==> src/rtl/core/utok_pkg.sv <==
// Shared types and constants of the URI stream tokenizer.
`timescale 1ns / 1ps

package utok_pkg;

    // URI part codes
    localparam logic [2:0] PART_SCHEME = 3'd0;
    localparam logic [2:0] PART_AUTH   = 3'd1;
    localparam logic [2:0] PART_PATH   = 3'd2;
    localparam logic [2:0] PART_QUERY  = 3'd3;
    localparam logic [2:0] PART_FRAG   = 3'd4;

    // characters the tokenizer looks at
    localparam logic [7:0] CH_PCT   = "%";
    localparam logic [7:0] CH_SLASH = "/";
    localparam logic [7:0] CH_COLON = ":";
    localparam logic [7:0] CH_QUEST = "?";
    localparam logic [7:0] CH_HASH  = "#";
    localparam logic [7:0] CH_AT    = "@";
    localparam logic [7:0] CH_AMP   = "&";
    localparam logic [7:0] CH_EQ    = "=";
    localparam logic [7:0] CH_UP_A  = "A";
    localparam logic [7:0] CH_UP_Z  = "Z";
    localparam logic [7:0] CH_LO_A  = "a";
    localparam logic [7:0] CH_LO_F  = "f";
    localparam logic [7:0] CH_0     = "0";
    localparam logic [7:0] CH_9     = "9";
    localparam logic [7:0] CASE_OFS = 8'd32;
    localparam logic [7:0] HEX_TEN  = 8'd10;

    // bundle queue geometry
    localparam int QDEPTH = 4;
    localparam int QAW    = $clog2(QDEPTH);
    localparam int NRES   = 3;

    // escape decoder phase
    typedef enum logic [2:0] {
        ESC_IDLE = 3'b001,
        ESC_PCT  = 3'b010,
        ESC_HEX  = 3'b100
    } t_esc;

    // progress past the scheme terminator
    typedef enum logic [3:0] {
        SL_SCHEME = 4'b0001,
        SL_ENDED  = 4'b0010,
        SL_HELD   = 4'b0100,
        SL_DONE   = 4'b1000
    } t_slash;

    // one tagged output character
    typedef struct packed {
        logic [7:0] chr;
        logic [2:0] part;
        logic       sep;
    } t_entry;

    // all results caused by one input beat
    typedef struct packed {
        t_entry [NRES-1:0] ent;
        logic [1:0]        cnt;
        logic              last;
    } t_bundle;

    // front to queue write side
    typedef struct packed {
        logic    push;
        t_bundle data;
    } t_qwr;

    // queue head to back end
    typedef struct packed {
        logic    valid;
        t_bundle data;
    } t_qrd;

endpackage

==> src/rtl/core/uri_stream_tokenizer_unit.sv <==
// Top level of the URI stream tokenizer.
`timescale 1ns / 1ps

// Takes a URI one byte per beat (in_last on its final byte) and returns tagged
// characters: each carries its URI part (0 scheme, 1 authority, 2 path, 3 query,
// 4 fragment) and a separator flag. Input is lowercased, percent escapes are
// decoded unless they decode to a reserved character or hold a bad hex digit,
// in which case the three raw bytes pass as content. The front end accepts one
// byte every cycle while the queue is not full and turns it into a bundle of
// zero to three results in that cycle; bundles wait in a four-entry queue and
// the output serializer delivers one result per cycle while the receiver is
// ready. Most bytes give one result, the '//' that opens the authority and a
// rejected escape give two or three, and the queue absorbs such bursts before
// input ready drops. The first result of a byte passes through the queue and
// the output register before it is presented on the output.
module uri_stream_tokenizer_unit (
    input  logic       i_clk,
    input  logic       i_rst_n,
    input  logic       i_in_valid,
    output logic       o_in_ready,
    input  logic [7:0] i_in_byte,
    input  logic       i_in_last,
    output logic       o_out_valid,
    input  logic       i_out_ready,
    output logic [7:0] o_out_byte,
    output logic [2:0] o_part,
    output logic       o_is_separator,
    output logic       o_out_last
);
    import utok_pkg::*;

    t_qwr wr;
    t_qrd rd;
    logic full;
    logic pop;

    utok_front u_front (
        .i_clk      (i_clk),
        .i_rst_n    (i_rst_n),
        .i_in_valid (i_in_valid),
        .o_in_ready (o_in_ready),
        .i_in_byte  (i_in_byte),
        .i_in_last  (i_in_last),
        .i_full     (full),
        .o_wr       (wr)
    );

    utok_queue u_queue (
        .i_clk   (i_clk),
        .i_rst_n (i_rst_n),
        .i_wr    (wr),
        .o_full  (full),
        .i_pop   (pop),
        .o_rd    (rd)
    );

    utok_back u_back (
        .i_clk          (i_clk),
        .i_rst_n        (i_rst_n),
        .i_rd           (rd),
        .o_pop          (pop),
        .o_out_valid    (o_out_valid),
        .i_out_ready    (i_out_ready),
        .o_out_byte     (o_out_byte),
        .o_part         (o_part),
        .o_is_separator (o_is_separator),
        .o_out_last     (o_out_last)
    );

endmodule

==> src/rtl/core/utok_front.sv <==
// Front end: lowercasing, escape decoding and part classification per input beat.
`timescale 1ns / 1ps

module utok_front (
    input  logic          i_clk,
    input  logic          i_rst_n,
    input  logic          i_in_valid,
    output logic          o_in_ready,
    input  logic [7:0]    i_in_byte,
    input  logic          i_in_last,
    input  logic          i_full,
    output utok_pkg::t_qwr o_wr
);
    import utok_pkg::*;

    typedef struct packed {
        t_entry     ent;
        logic [2:0] part;
    } t_cls;

    logic [2:0] r_part, n_part;
    t_esc       r_esc, n_esc;
    logic [7:0] r_fh, n_fh;
    t_slash     r_sp, n_sp;

    logic       accept;
    logic [7:0] c;
    logic [1:0] k;
    t_bundle    bun;
    t_cls       cls;
    logic [4:0] hx_hi, hx_lo;
    logic [7:0] dec;

    function automatic t_entry mk(input logic [7:0] ch, input logic [2:0] p, input logic s);
        t_entry e;
        e.chr  = ch;
        e.part = p;
        e.sep  = s;
        return e;
    endfunction

    // {valid, value}
    function automatic logic [4:0] hexval(input logic [7:0] ch);
        logic [7:0] t;
        t = 8'd0;
        if (ch >= CH_0 && ch <= CH_9) begin
            t = ch - CH_0;
            return {1'b1, t[3:0]};
        end else if (ch >= CH_LO_A && ch <= CH_LO_F) begin
            t = ch - CH_LO_A + HEX_TEN;
            return {1'b1, t[3:0]};
        end
        return 5'd0;
    endfunction

    function automatic logic reserved(input logic [7:0] v);
        logic r;
        case (v) inside
            ":", "/", "?", "#", "[", "]", "@", "!", "$", "&", "'", "(", ")",
            "*", "+", ",", ";", "=": r = 1'b1;
            default: r = 1'b0;
        endcase
        return r;
    endfunction

    // delimiter handling once the scheme is settled
    function automatic t_cls classify(input logic [7:0] ch, input logic [2:0] p);
        t_cls o;
        o.part = p;
        o.ent  = mk(ch, p, 1'b0);
        if (p == PART_AUTH || p == PART_PATH) begin
            if (ch == CH_SLASH) begin
                o.part = PART_PATH;
                o.ent  = mk(ch, PART_PATH, 1'b1);
            end else if (ch == CH_QUEST) begin
                o.part = PART_QUERY;
                o.ent  = mk(ch, PART_QUERY, 1'b1);
            end else if (ch == CH_HASH) begin
                o.part = PART_FRAG;
                o.ent  = mk(ch, PART_FRAG, 1'b1);
            end else if (p == PART_AUTH && (ch == CH_AT || ch == CH_COLON)) begin
                o.ent  = mk(ch, PART_AUTH, 1'b1);
            end
        end else if (p == PART_QUERY) begin
            if (ch == CH_HASH) begin
                o.part = PART_FRAG;
                o.ent  = mk(ch, PART_FRAG, 1'b1);
            end else begin
                o.ent  = mk(ch, PART_QUERY, (ch == CH_AMP || ch == CH_EQ));
            end
        end
        return o;
    endfunction

    assign o_in_ready = !i_full;
    assign accept     = i_in_valid && o_in_ready;

    assign c     = (i_in_byte >= CH_UP_A && i_in_byte <= CH_UP_Z) ? i_in_byte + CASE_OFS
                                                                  : i_in_byte;
    assign hx_hi = hexval(r_fh);
    assign hx_lo = hexval(c);
    assign dec   = {hx_hi[3:0], hx_lo[3:0]};

    // results and next state for the beat on the input
    always_comb begin
        n_part = r_part;
        n_esc  = r_esc;
        n_fh   = r_fh;
        n_sp   = r_sp;
        bun    = '0;
        k      = 2'd0;
        cls    = '0;
        unique case (r_esc)
            ESC_IDLE: begin
                if (c == CH_PCT) begin
                    if (r_sp == SL_HELD) begin
                        bun.ent[k] = mk(CH_SLASH, PART_PATH, 1'b1);
                        k      = k + 2'd1;
                        n_part = PART_PATH;
                        n_sp   = SL_DONE;
                    end else if (r_sp == SL_ENDED) begin
                        n_sp = SL_DONE;
                    end
                    n_esc = ESC_PCT;
                    if (i_in_last) begin
                        bun.ent[k] = mk(CH_PCT, n_part, 1'b0);
                        k = k + 2'd1;
                    end
                end else begin
                    unique case (r_sp)
                        SL_SCHEME: begin
                            if (c == CH_COLON || c == CH_SLASH || c == CH_QUEST
                                || c == CH_HASH) begin
                                bun.ent[k] = mk(c, PART_SCHEME, 1'b1);
                                n_sp   = SL_ENDED;
                                n_part = PART_PATH;
                            end else begin
                                bun.ent[k] = mk(c, PART_SCHEME, 1'b0);
                            end
                            k = k + 2'd1;
                        end
                        SL_ENDED: begin
                            if (c == CH_SLASH) begin
                                n_sp = SL_HELD;
                            end else begin
                                n_sp       = SL_DONE;
                                cls        = classify(c, r_part);
                                n_part     = cls.part;
                                bun.ent[k] = cls.ent;
                                k          = k + 2'd1;
                            end
                        end
                        SL_HELD: begin
                            n_sp = SL_DONE;
                            if (c == CH_SLASH) begin
                                bun.ent[k] = mk(CH_SLASH, PART_AUTH, 1'b1);
                                k          = k + 2'd1;
                                bun.ent[k] = mk(CH_SLASH, PART_AUTH, 1'b1);
                                k          = k + 2'd1;
                                n_part     = PART_AUTH;
                            end else begin
                                bun.ent[k] = mk(CH_SLASH, PART_PATH, 1'b1);
                                k          = k + 2'd1;
                                cls        = classify(c, PART_PATH);
                                n_part     = cls.part;
                                bun.ent[k] = cls.ent;
                                k          = k + 2'd1;
                            end
                        end
                        SL_DONE: begin
                            cls        = classify(c, r_part);
                            n_part     = cls.part;
                            bun.ent[k] = cls.ent;
                            k          = k + 2'd1;
                        end
                        default: ;
                    endcase
                    // held slash flushed at end of URI
                    if (i_in_last && n_sp == SL_HELD) begin
                        bun.ent[k] = mk(CH_SLASH, PART_PATH, 1'b1);
                        k = k + 2'd1;
                    end
                end
            end
            ESC_PCT: begin
                n_fh  = c;
                n_esc = ESC_HEX;
                if (i_in_last) begin
                    bun.ent[k] = mk(CH_PCT, r_part, 1'b0);
                    k          = k + 2'd1;
                    bun.ent[k] = mk(c, r_part, 1'b0);
                    k          = k + 2'd1;
                end
            end
            ESC_HEX: begin
                n_esc = ESC_IDLE;
                n_fh  = 8'd0;
                if (hx_hi[4] && hx_lo[4] && !reserved(dec)) begin
                    bun.ent[k] = mk(dec, r_part, 1'b0);
                    k          = k + 2'd1;
                end else begin
                    // bad or reserved escape passes through as three bytes
                    bun.ent[k] = mk(CH_PCT, r_part, 1'b0);
                    k          = k + 2'd1;
                    bun.ent[k] = mk(r_fh, r_part, 1'b0);
                    k          = k + 2'd1;
                    bun.ent[k] = mk(c, r_part, 1'b0);
                    k          = k + 2'd1;
                end
            end
            default: ;
        endcase
        bun.cnt  = k;
        bun.last = i_in_last;
        // end of URI returns to the reset state
        if (i_in_last) begin
            n_part = PART_SCHEME;
            n_esc  = ESC_IDLE;
            n_fh   = 8'd0;
            n_sp   = SL_SCHEME;
        end
    end

    assign o_wr.push = accept && (k != 2'd0);
    assign o_wr.data = bun;

    // parser state
    always_ff @(posedge i_clk) begin
        if (!i_rst_n) begin
            r_part <= PART_SCHEME;
            r_esc  <= ESC_IDLE;
            r_fh   <= 8'd0;
            r_sp   <= SL_SCHEME;
        end else if (accept) begin
            r_part <= n_part;
            r_esc  <= n_esc;
            r_fh   <= n_fh;
            r_sp   <= n_sp;
        end
    end

endmodule

==> src/rtl/core/utok_queue.sv <==
// Bundle queue between the front end and the output serializer.
`timescale 1ns / 1ps

module utok_queue (
    input  logic           i_clk,
    input  logic           i_rst_n,
    input  utok_pkg::t_qwr i_wr,
    output logic           o_full,
    input  logic           i_pop,
    output utok_pkg::t_qrd o_rd
);
    import utok_pkg::*;

    t_bundle          r_mem [QDEPTH];
    logic [QAW-1:0]   r_wp, r_rp;
    logic [QAW:0]     r_cnt;

    assign o_full      = (r_cnt == QDEPTH[QAW:0]);
    assign o_rd.valid  = (r_cnt != '0);
    assign o_rd.data   = r_mem[r_rp];

    // storage
    always_ff @(posedge i_clk) begin
        if (i_wr.push) begin
            r_mem[r_wp] <= i_wr.data;
        end
    end

    // pointers and fill count
    always_ff @(posedge i_clk) begin
        if (!i_rst_n) begin
            r_wp  <= '0;
            r_rp  <= '0;
            r_cnt <= '0;
        end else begin
            if (i_wr.push) begin
                r_wp <= r_wp + 1'b1;
            end
            if (i_pop) begin
                r_rp <= r_rp + 1'b1;
            end
            r_cnt <= r_cnt + (i_wr.push ? 1'b1 : 1'b0) - (i_pop ? 1'b1 : 1'b0);
        end
    end

`ifndef SYNTH
    // front must hold off when the queue is full
    a_no_push_full: assert property (@(posedge i_clk) disable iff (!i_rst_n)
        i_wr.push |-> !o_full)
        else $error("bundle pushed into full queue");

    // back end pops only a present bundle
    a_no_pop_empty: assert property (@(posedge i_clk) disable iff (!i_rst_n)
        i_pop |-> o_rd.valid)
        else $error("bundle popped from empty queue");

    // fill count tracks the pointers
    a_cnt_ptr: assert property (@(posedge i_clk) disable iff (!i_rst_n)
        (r_wp - r_rp) == r_cnt[QAW-1:0])
        else $error("queue count out of step with pointers");

    // a stored bundle always carries at least one result
    a_cnt_nonzero: assert property (@(posedge i_clk) disable iff (!i_rst_n)
        o_rd.valid |-> (o_rd.data.cnt != 2'd0))
        else $error("empty bundle in queue");
`endif

endmodule

==> src/rtl/core/utok_back.sv <==
// Back end: serializes queued bundles, one registered output beat per ready cycle.
`timescale 1ns / 1ps

module utok_back (
    input  logic           i_clk,
    input  logic           i_rst_n,
    input  utok_pkg::t_qrd i_rd,
    output logic           o_pop,
    output logic           o_out_valid,
    input  logic           i_out_ready,
    output logic [7:0]     o_out_byte,
    output logic [2:0]     o_part,
    output logic           o_is_separator,
    output logic           o_out_last
);
    import utok_pkg::*;

    logic [1:0] r_idx;
    logic       r_valid;
    t_entry     r_ent;
    logic       r_last;

    logic       load;
    logic       at_end;

    assign load   = !r_valid || i_out_ready;
    assign at_end = (r_idx == i_rd.data.cnt - 2'd1);
    assign o_pop  = load && i_rd.valid && at_end;

    // output register, refilled whenever it is empty or taken
    always_ff @(posedge i_clk) begin
        if (!i_rst_n) begin
            r_valid <= 1'b0;
            r_idx   <= 2'd0;
        end else if (load) begin
            r_valid <= i_rd.valid;
            if (i_rd.valid) begin
                r_idx <= at_end ? 2'd0 : r_idx + 2'd1;
            end
        end
    end

    always_ff @(posedge i_clk) begin
        if (load && i_rd.valid) begin
            r_ent  <= i_rd.data.ent[r_idx];
            r_last <= i_rd.data.last && at_end;
        end
    end

    assign o_out_valid    = r_valid;
    assign o_out_byte     = r_ent.chr;
    assign o_part         = r_ent.part;
    assign o_is_separator = r_ent.sep;
    assign o_out_last     = r_last;

endmodule

==> config.mk <==
export PLATFORM = sky130hd
export DESIGN_NAME = uri_stream_tokenizer_unit
export DESIGN_NICKNAME = d
export VERILOG_FILES = /design/src/rtl/core/utok_pkg.sv /design/src/rtl/core/uri_stream_tokenizer_unit.sv /design/src/rtl/core/utok_front.sv /design/src/rtl/core/utok_queue.sv /design/src/rtl/core/utok_back.sv
export SDC_FILE = /design/constraint.sdc
export NUM_CORES = 1
export LEC_CHECK = 0
export ABC_AREA = 1
export BUFFER_PORTS_ARGS = -buffer_cell sky130_fd_sc_hd__buf_2
export CAP_MARGIN = 20
export CORE_MARGIN = 2
export CORE_UTILIZATION = 60
export DETAILED_ROUTE_END_ITERATION = 7
export MAX_ROUTING_LAYER = met4
export PLACE_DENSITY_LB_ADDON = 0.15
export RECOVER_POWER = 25
export SLEW_MARGIN = 10
export SYNTH_ARGS = -nofsm -noshare
export SYNTH_HDL_FRONTEND = slang
export SYNTH_SLANG_ARGS = --single-unit
==> constraint.sdc <==
create_clock -name i_clk -period 12.7 [get_ports i_clk]
set_input_delay 1.27 -clock i_clk [delete_from_list [all_inputs] [get_ports i_clk]]
set_output_delay 1.27 -clock i_clk [all_outputs]
set_load 0.02 [all_outputs]
==> flow_summary.json, run 1 <==
{
  "finalMaxSlewViolations": 137,
  "synth_area_leaders": "edfxtp_1 52%, dfxtp_1 6.1%, nor2_1 5.7%",
  "worstMarginPinSlew_ns": 3.32,
  "cts_resized": 0,
  "final_cell_mix": "169 x edfxtp_1, 147 x nor2_1, 140 x nand2_1",
  "netlist_area_mm2": 0.00984,
  "cts-root-buf": "clkbuf_16",
  "fin_area_mm2": 0.0106,
  "synth-edff-count": 169,
  "setup-violations-final": 0,
  "reg2reg_depth": 15,
  "drtAntennaViolNets": 0,
  "post_cts_buffers": 0,
  "coreArea_mm2": 0.0159,
  "slowest_stage": "clkbuf_1",
  "synthFlopType": "edfxtp_1",
  "cts_buffers": 17,
  "synth.distinct_cells": 56,
  "synth_fp_nets": 1037,
  "max_slew_margin": -1.21,
  "route.detailed.drc": 0,
  "crit_required_ns": 13.07,
  "clockBufferDepth": 2,
  "hp-start": "u_front.r_fh[7]",
  "gr-total-overflow": 0,
  "max_stage_delay_ns": 2.32,
  "arrival_ns": 7.75,
  "dp_hpwl_um": 15400,
  "wl_um": 23900,
  "critPathMaxFanout": 79,
  "clock_latency_ns": 0.43,
  "fillerInstances": 1288,
  "finClkSkew_ns": 0.0136,
  "synth_cells": 1001,
  "tns_ns": 0,
  "hp-class": "flip-flop to flip-flop",
  "place_area_mm2": 0.0102,
  "hold_viol": 0,
  "async_reset_ff_frac": 0,
  "setup_slack_ns": 5.31,
  "ioPinCount": 28,
  "die_area_mm2": 0.0174,
  "drv_cap": 2,
  "clk_pin_slew_ns": 0.07,
  "firstDrtPassIters": 5,
  "status": "complete, but fails checks",
  "hold_depth": 2,
  "drt-initial-drc-count": 900,
  "hold_end": "u_front.r_fh[7]",
  "cts_tree": "yes",
  "ys_seq_area_frac": 0.577,
  "fin_util": 0.667,
  "yosys_warnings": 0,
  "grt_pass1_vias": 6881,
  "mostFrequentLayoutCell": "edfxtp_1",
  "syn_to_final_growth_pct": 8.09,
  "routabilityCongestion": 0.998,
  "stdcell_count": 1245,
  "crit_type": "flip-flop to flip-flop",
  "startpoint_type": "flip-flop",
  "rsz0062_at_grt": "false",
  "vias": 7462,
  "dp_cells": 1214,
  "antenna_found_initial": 0,
  "htreeDepth": 4,
  "ff2ff_setup_slack_ns": 5.31,
  "multi_input_comb_area_mm2": 0.00353,
  "rows": 46,
  "die_w_um": 132,
  "leakage_nw": 4.00,
  "r2r-end": "u_queue.r_cnt[2]",
  "violations": "max-capacitance violations, max-slew violations",
  "cp_cell_sequence": "clkbuf_1 > inv_1 > clkbuf_1 > nand2_1 > a32o_1 > nor2_1 > o21ai_0 > nor2_1 > ha_1 > inv_1 > ha_1 > fa_1 > inv_1 > o21ai_0 > a21oi_1",
  "synth_top_area_cell": "edfxtp_1",
  "start_util": 0.617,
  "ys_seq_elements": 199,
  "avgRoutedWirePerCell_um": 19.2,
  "nets": 1054,
  "post-route-min-period_ns": 7.39,
  "io_buffers": 27,
  "grt_max_degree": 80,
  "die_y_um": 132,
  "diodes": 0,
  "avgSynthCellArea_um2": 9.83,
  "pwr_density_cell_mw_per_mm2": 173,
  "grt_pass1_wl_um": 37300,
  "holdBufCountCts": 0,
  "vias_per_cell": 5.99,
  "ir_drop_mv": 0.0967,
  "clkSinkCount": 199,
  "drive_above_1_share": 0.0807,
  "max_freq_mhz": 135,
  "period_share": 0.582,
  "regArea_mm2": 0.00568,
  "synth_top_area_frac": 0.516,
  "worst_path_most_repeated_cell": "inv_1",
  "grtUsageTotal": 0.286,
  "end_kind": "flip-flop",
  "pre_cts_ws_ns": 7.22
}
[how the worst max path moves through the flow]
stage	depth (start not counted)	to	slack, ns
after global routing	15	u_queue.r_cnt[2]	4.71
after floorplan	22	u_queue.r_mem[0][0]	7.21
after CTS	23	u_queue.r_cnt[2]	7.64
final	15	u_queue.r_cnt[2]	5.31
after detailed placement	23	u_queue.r_cnt[2]	7.22
after global placement	23	u_queue.r_cnt[2]	7.34
[worst max-delay path: cells and delay by family (launching register included)]
kind,cells,cell delay [ns]
compound gates,4,0.94
fa+ha+maj,3,0.85
buf+inv,5,4.76
simple gates,3,0.46
flops,1,0.31
[cell type report]
class / count / area share
multi-input cells: 654 / 0.332
clock inverters: 12 / 0.0121
well taps: 216 / 0.0254
inverters: 107 / 0.0380
flip-flops and latches: 199 / 0.534
clock buffers: 18 / 0.0404
repair buffers: 39 / 0.0181
[power breakdown]
part / leakage (nW) / internal (W) / total, W / switching (W)
registers: 1.86 / 0.000820 / 0.000855 / 0.0000351
logic: 1.86 / 0.000136 / 0.000471 / 0.000336
clock network: 0.275 / 0.000288 / 0.000516 / 0.000228
total: 4.00 / 0.00124 / 0.00184 / 0.000598
[layer usage]
| layer | vias to the layer above | track usage | wire length [um] |
|---|---|---|---|
| li1 | 3568 | - | - |
| met1 | 3515 | 0.382 | 10200 |
| met2 | 333 | 0.458 | 11400 |
| met3 | 46 | 0.0442 | 1680 |
| met4 | 0 | 0.0821 | 535 |
| met5 | - | - | 0 |
[synthesized netlist by cell type, drive strengths merged, types with 2 or more instances]
cell     instances
a22oi            2
xor2             3
o21ai          115
inv            103
o2111ai          3
edfxtp         169
nand4           11
nor3            17
buf              5
a31oi            2
nor4             2
clkinv           4
ha              22
clkbuf          36
nand3           35
a21oi           51
o31ai            5
nand3b           2
o21a             3
o211ai          14
o22ai           22
nor2           159
a32o             8
nand2          144
dfxtp           30
o221ai          23
a32oi            2
[kinds of logic after synthesis]
| family | Yosys count | share of synthesized area |
|---|---|---|
| AND/OR/NAND/NOR | 371 | 0.170 |
| AO/OA/AOI/OAI | 256 | 0.160 |
| flip-flops | 199 | 0.577 |
| buffers and inverters | 148 | 0.0597 |
| adder cells (fa/ha/maj) | 23 | 0.0300 |
| XOR/XNOR | 4 | 0.00356 |
[registers in the layout (all words and copies together) (netlist names), 3 cells and up, named ones only]
register           cells
u_front.r_sp           4
u_front.r_part         3
u_back.o_out_byte      8
u_front.r_fh           8
u_queue.r_mem        156
u_front.r_esc          3
u_queue.r_cnt          3
u_back.o_part          3
[stage by stage]
stage          power, W  hold WS [ns]
6_report        0.00184         0.472
3_3_place_gp    0.00133         0.455
5_1_grt         0.00193         0.502
4_1_cts         0.00185         0.471
2_1_floorplan   0.00119         0.445
3_5_place_dp    0.00134         0.460
(Power assumes the default switching activity.)
==> inputs of run 2 (changes only) <==
==> constraint.sdc (replaced) <==
create_clock -name i_clk -period 7.32 [get_ports i_clk]
set_input_delay 0.732 -clock i_clk [delete_from_list [all_inputs] [get_ports i_clk]]
set_output_delay 0.732 -clock i_clk [all_outputs]
set_load 0.02 [all_outputs]
==> run 2 against run 1 <==
The run still ends with max-capacitance violations, max-slew violations left. Core utilization rose by 0.61 points. Die area did not move. Clock-buffer cell count fell by 1. Combinational power rose by 74%. Critical path type is now input port to flip-flop. Critical endpoint unchanged. Largest power group unchanged. Highest routed layer unchanged.
==> flow_summary.json, run 2 (synthesized netlist as in run 1, its figures left out) <==
{
  "status": "complete, but fails checks",
  "violations": "max-capacitance violations, max-slew violations",
  "clk_pin_slew_ns": 0.07,
  "holdBufCountCts": 0,
  "ff2ff_setup_slack_ns": 2.12,
  "largest_reg_flops": 156,
  "ir_drop_mv": 0.166,
  "crit_required_ns": 7.68,
  "setup-violations-final": 0,
  "drv_cap": 1,
  "wl_um": 23700,
  "dp_hpwl_um": 15500,
  "end_kind": "flip-flop",
  "grt_pass1_vias": 7036,
  "pwr_density_cell_mw_per_mm2": 303,
  "diodes": 0,
  "clock_latency_ns": 0.43,
  "rsz0062_at_grt": "false",
  "mostFrequentLayoutCell": "edfxtp_1",
  "max_freq_mhz": 181,
  "cts_tree": "yes",
  "period_share": 0.755,
  "cts-root-buf": "clkbuf_16",
  "final_cell_mix": "169 x edfxtp_1, 146 x nor2_1, 139 x nand2_1",
  "startpoint_type": "input port",
  "vias": 7454,
  "finClkSkew_ns": 0.0122,
  "setup_slack_ns": 1.80,
  "hold_viol": 0,
  "antenna_found_initial": 0,
  "vias_per_cell": 5.97,
  "largest-register": "u_queue.r_mem",
  "drt-initial-drc-count": 763,
  "avgRoutedWirePerCell_um": 19.0,
  "clkSinkCount": 199,
  "max_slew_margin": -0.544,
  "htreeDepth": 4,
  "critPathMaxFanout": 15,
  "coreArea_mm2": 0.0159,
  "post-route-min-period_ns": 5.52,
  "pre_cts_ws_ns": 2.36,
  "leakage_nw": 4.05,
  "drtAntennaViolNets": 0,
  "dp_cells": 1215,
  "hp-class": "flip-flop to flip-flop",
  "fin_area_mm2": 0.0107,
  "ioPinCount": 28,
  "nets": 1056,
  "die_w_um": 132,
  "crit_type": "input port to flip-flop",
  "arrival_ns": 5.88,
  "cts_resized": 0,
  "gr-total-overflow": 0,
  "tns_ns": 0,
  "cts_buffers": 17,
  "start_util": 0.617,
  "io_buffers": 27,
  "post_cts_buffers": 0,
  "grtUsageTotal": 0.284,
  "clockBufferDepth": 2,
  "grt_max_degree": 80,
  "rows": 46,
  "fin_util": 0.673,
  "syn_to_final_growth_pct": 9.08,
  "stdcell_count": 1249,
  "worstMarginPinSlew_ns": 2.32,
  "die_y_um": 132,
  "grt_pass1_wl_um": 37100,
  "die_area_mm2": 0.0174,
  "drive_above_1_share": 0.0891,
  "finalMaxSlewViolations": 57,
  "place_area_mm2": 0.0102,
  "firstDrtPassIters": 6,
  "route.detailed.drc": 0,
  "routabilityCongestion": 1.02
}
## run 2: report_power, final
part | total (W) | switching [W] | leakage (nW) | internal (W)
clock | 0.000946 | 0.000428 | 0.294 | 0.000518
sequential | 0.00148 | 0.0000610 | 1.86 | 0.00142
combinational | 0.000819 | 0.000584 | 1.89 | 0.000235
total | 0.00325 | 0.00107 | 4.05 | 0.00217
## run 2: area by class of cell
cell class / instances / area (um^2)
tap: 216 / 270
sequential: 199 / 5680
clock buffer: 17 / 425
fill: 1284 / 5210
multi-input combinational: 654 / 3560
timing repair buffer: 41 / 208
clock inverter: 15 / 188
inverter: 107 / 404
## run 2: stage by stage
| stage | total power [W] | hold slack, ns |
|---|---|---|
| after floorplan | 0.00206 | 0.445 |
| after global placement | 0.00232 | 0.456 |
| after detailed placement | 0.00233 | 0.464 |
| after CTS | 0.00326 | 0.476 |
| after global routing | 0.00340 | 0.511 |
| final | 0.00325 | 0.476 |
## run 2: path summary, 6_finish.rpt
kind / start / endpoint / depth (start not counted)
hold reg to reg: u_front.r_fh[7] / u_front.r_fh[7] / 2
setup reg to reg: flip-flop / u_queue.r_cnt[2] / 16
setup / recovery: i_in_byte[0] / u_queue.r_cnt[2] / 23
hold / removal: u_front.r_fh[7] / u_front.r_fh[7] / 2
## run 2: per-layer routing
metal | GRT usage | vias up | routed length (um)
met4 | 0.102 | 0 | 563
met3 | 0.0507 | 45 | 1920
li1 | - | 3569 | -
met1 | 0.378 | 3509 | 9800
met2 | 0.442 | 331 | 11400
met5 | - | - | 0
## run 2: critical path, cell delays in order
cell and delay (ns):
clkbuf_1 0.16, inv_1 0.27, ha_1 0.19, inv_1 0.05, nor2_1 0.10, nand3_1 0.19, nand4_1 0.15, nand2_1 0.23
nor2_8 0.23, nand2_4 0.10, nor3_1 0.87, inv_1 0.54, nor2_1 0.21, nor2_1 0.12, a21oi_1 0.26, nand3_2 0.16
nand2_1 0.39, inv_1 0.09, ha_1 0.23, fa_1 0.36, inv_1 0.08, o21ai_0 0.08, a21oi_1 0.12
==> inputs of run 3 (changes only) <==
--- a/config.mk
+++ b/config.mk
@@ -5,11 +5,11 @@
 export SDC_FILE = /design/constraint.sdc
 export NUM_CORES = 1
 export LEC_CHECK = 0
-export ABC_AREA = 1
+export ABC_AREA = 0
 export BUFFER_PORTS_ARGS = -buffer_cell sky130_fd_sc_hd__buf_2
 export CAP_MARGIN = 20
 export CORE_MARGIN = 2
-export CORE_UTILIZATION = 60
+export CORE_UTILIZATION = 56
 export DETAILED_ROUTE_END_ITERATION = 7
 export MAX_ROUTING_LAYER = met4
 export PLACE_DENSITY_LB_ADDON = 0.15
==> constraint.sdc (replaced) <==
create_clock -name i_clk -period 4.7 [get_ports i_clk]
set_input_delay 0.47 -clock i_clk [delete_from_list [all_inputs] [get_ports i_clk]]
set_output_delay 0.47 -clock i_clk [all_outputs]
set_load 0.02 [all_outputs]
==> run 3 against run 2 <==
The flow now finishes without violations. Setup slack worse by 1.3 ns. Critical path depth is 10 lower. Power is 49% higher. Worst hold slack worse by 0.13 ns. Synthesized cell count is 23% lower. Clock skew is 0.0028 ns higher. Wire length is 1.3% higher. Non-clock buffer count is 5 higher. Area after synthesis is 0.39% lower. Critical path type unchanged. Largest power group unchanged.
==> flow_summary.json, run 3 <==
{
  "status": "complete, no violations",
  "routabilityCongestion": 0.970,
  "stdcell_count": 1028,
  "route.detailed.drc": 0,
  "synthFlopType": "edfxtp_1",
  "die_w_um": 136,
  "max_stage_delay_ns": 0.73,
  "critPathMaxFanout": 15,
  "syn_to_final_growth_pct": 9.82,
  "yosys_warnings": 0,
  "r2r_start": "u_front.r_fh[0]",
  "path_depth": 13,
  "synthMostInstantiatedCell": "edfxtp_1",
  "mostFrequentLayoutCell": "edfxtp_1",
  "fillerInstances": 1338,
  "synth_area_leaders": "edfxtp_1 52%, mux4_2 9.0%, dfxtp_1 6.1%",
  "firstDrtPassIters": 6,
  "max_freq_mhz": 236,
  "ys_seq_elements": 199,
  "crit_family": "buffers and inverters",
  "max_slew_margin": 0.0371,
  "clkSinkCount": 199,
  "reg2reg_depth": 10,
  "start_util": 0.570,
  "htreeDepth": 4,
  "largest_reg_flops": 156,
  "end_kind": "flip-flop",
  "crit_required_ns": 4.81,
  "coreArea_mm2": 0.0172,
  "r2r-end": "u_queue.r_mem[1][19]",
  "startpoint_type": "input port",
  "cts_resized": 0,
  "wl_um": 24000,
  "finClkSkew_ns": 0.0150,
  "rsz0062_at_grt": "false",
  "drv_cap": 0,
  "avgRoutedWirePerCell_um": 23.3,
  "synth_top_area_cell": "edfxtp_1",
  "fin_util": 0.626,
  "synth-edff-count": 169,
  "grt_pass1_wl_um": 36400,
  "place_area_mm2": 0.0102,
  "hold_viol": 0,
  "diodes": 0,
  "drive_above_1_share": 0.143,
  "hold_depth": 3,
  "synth_top_area_frac": 0.518,
  "post-route-min-period_ns": 4.23,
  "antenna_found_initial": 0,
  "slowest_stage": "o21ai_0",
  "post_cts_buffers": 0,
  "die_y_um": 136,
  "largest-register": "u_queue.r_mem",
  "grt_pass1_vias": 6310,
  "ioPinCount": 28,
  "nets": 826,
  "cts_tree": "yes",
  "hp-start": "i_out_ready",
  "tns_ns": 0,
  "async_reset_ff_frac": 0,
  "setup-violations-final": 0,
  "worst_path_most_repeated_cell": "clkbuf_1",
  "ys_seq_area_frac": 0.579,
  "period_share": 0.900,
  "ir_drop_mv": 0.284,
  "drt-initial-drc-count": 698,
  "finalMaxSlewViolations": 0,
  "synth.top_cells.by_count": "169 x edfxtp_1, 55 x nand2_1, 42 x nor2_1, 42 x o21ai_0, 40 x a21oi_1",
  "fin_hold_ws_ns": 0.344,
  "netlist_area_mm2": 0.00980,
  "path_buf_inv": 5,
  "arrival_ns": 4.34,
  "avgSynthCellArea_um2": 12.8,
  "pwr_density_cell_mw_per_mm2": 450,
  "io_buffers": 27,
  "vias_per_cell": 6.39,
  "synth.distinct_cells": 72,
  "clock_latency_ns": 0.43,
  "dp_hpwl_um": 16500,
  "leakage_nw": 3.73,
  "fin_area_mm2": 0.0108,
  "holdBufCountCts": 0,
  "synth_fp_nets": 803,
  "hp-class": "input port to flip-flop",
  "cts_buffers": 17,
  "vias": 6574,
  "worstMarginPinSlew_ns": 1.43,
  "grtUsageTotal": 0.275,
  "cp_cell_sequence": "buf_2 > inv_1 > ha_1 > nand2b_1 > a21oi_1 > or3_1 > clkbuf_1 > a21boi_0 > clkbuf_1 > nor2_1 > clkbuf_1 > o21ai_0 > o21ai_0",
  "final_cell_mix": "169 x edfxtp_1, 55 x nand2_1, 43 x o21ai_0",
  "dp_cells": 996,
  "grt_max_degree": 40,
  "gr-total-overflow": 0,
  "ff2ff_setup_slack_ns": 0.88,
  "synth_cells": 767,
  "drtAntennaViolNets": 0,
  "rows": 48,
  "clockBufferDepth": 2,
  "die_area_mm2": 0.0186,
  "crit_type": "input port to flip-flop",
  "clk_pin_slew_ns": 0.07,
  "hold_end": "u_back.o_out_valid",
  "cts-root-buf": "clkbuf_16"
}
## run 3: tightest hold or removal path, delay by kind of cell
family	cells	cell delay, ns
compound gates	1	0.08
buf+inv	1	0.07
simple gates	1	0.10
## run 3: routing by layer
layer	up-vias	wire, um	share of wire	track usage
met5	-	0	0	-
met4	0	359	0.015	0.0752
met3	27	1320	0.055	0.0399
met2	243	12000	0.50	0.443
met1	3313	10300	0.43	0.369
li1	2991	-	-	-
## run 3: how the worst max path moves through the flow
stage / end / slack (ns) / start
2_1_floorplan: u_queue.r_mem[2][0] / 0.44 / i_in_byte[1]
3_3_place_gp: u_queue.r_cnt[2] / 0.47 / i_in_byte[0]
3_5_place_dp: u_queue.r_cnt[2] / 0.36 / i_in_byte[0]
4_1_cts: u_queue.r_cnt[2] / 0.83 / i_in_byte[0]
5_1_grt: u_queue.r_mem[3][6] / 0.29 / i_in_byte[0]
6_report: u_queue.r_mem[3][6] / 0.47 / i_in_byte[0]
## run 3: per-stage QoR
step	worst slack [ns]	power, W
global placement	0.468	0.00348
finish	0.468	0.00484
CTS	0.825	0.00491
global route	0.294	0.00506
detailed placement	0.361	0.00352
floorplan	0.439	0.00317
## run 3: cell type report
type,count,area (um^2),area share
Timing Repair Buffer,46,294,0.0273
Clock buffer,18,439,0.0408
Multi-Input combinational cell,489,3790,0.353
Tap cell,225,282,0.0262
Clock inverter,14,135,0.0126
Inverter,37,139,0.0129
Sequential cell,199,5680,0.528
## run 3: kinds of logic after synthesis
kind of cell	synth area share
compound gates	0.132
xor+xnor	0.00983
fa+ha+maj	0.0301
buf+inv	0.0329
flops	0.579
mux	0.106
simple gates	0.110
## run 3: power by group
part           internal, W  leakage [nW]  total [W]  switching [W]
registers          0.00219          1.86    0.00232       0.000120
logic             0.000483          1.59    0.00115       0.000664
clock network     0.000717         0.279    0.00138       0.000665
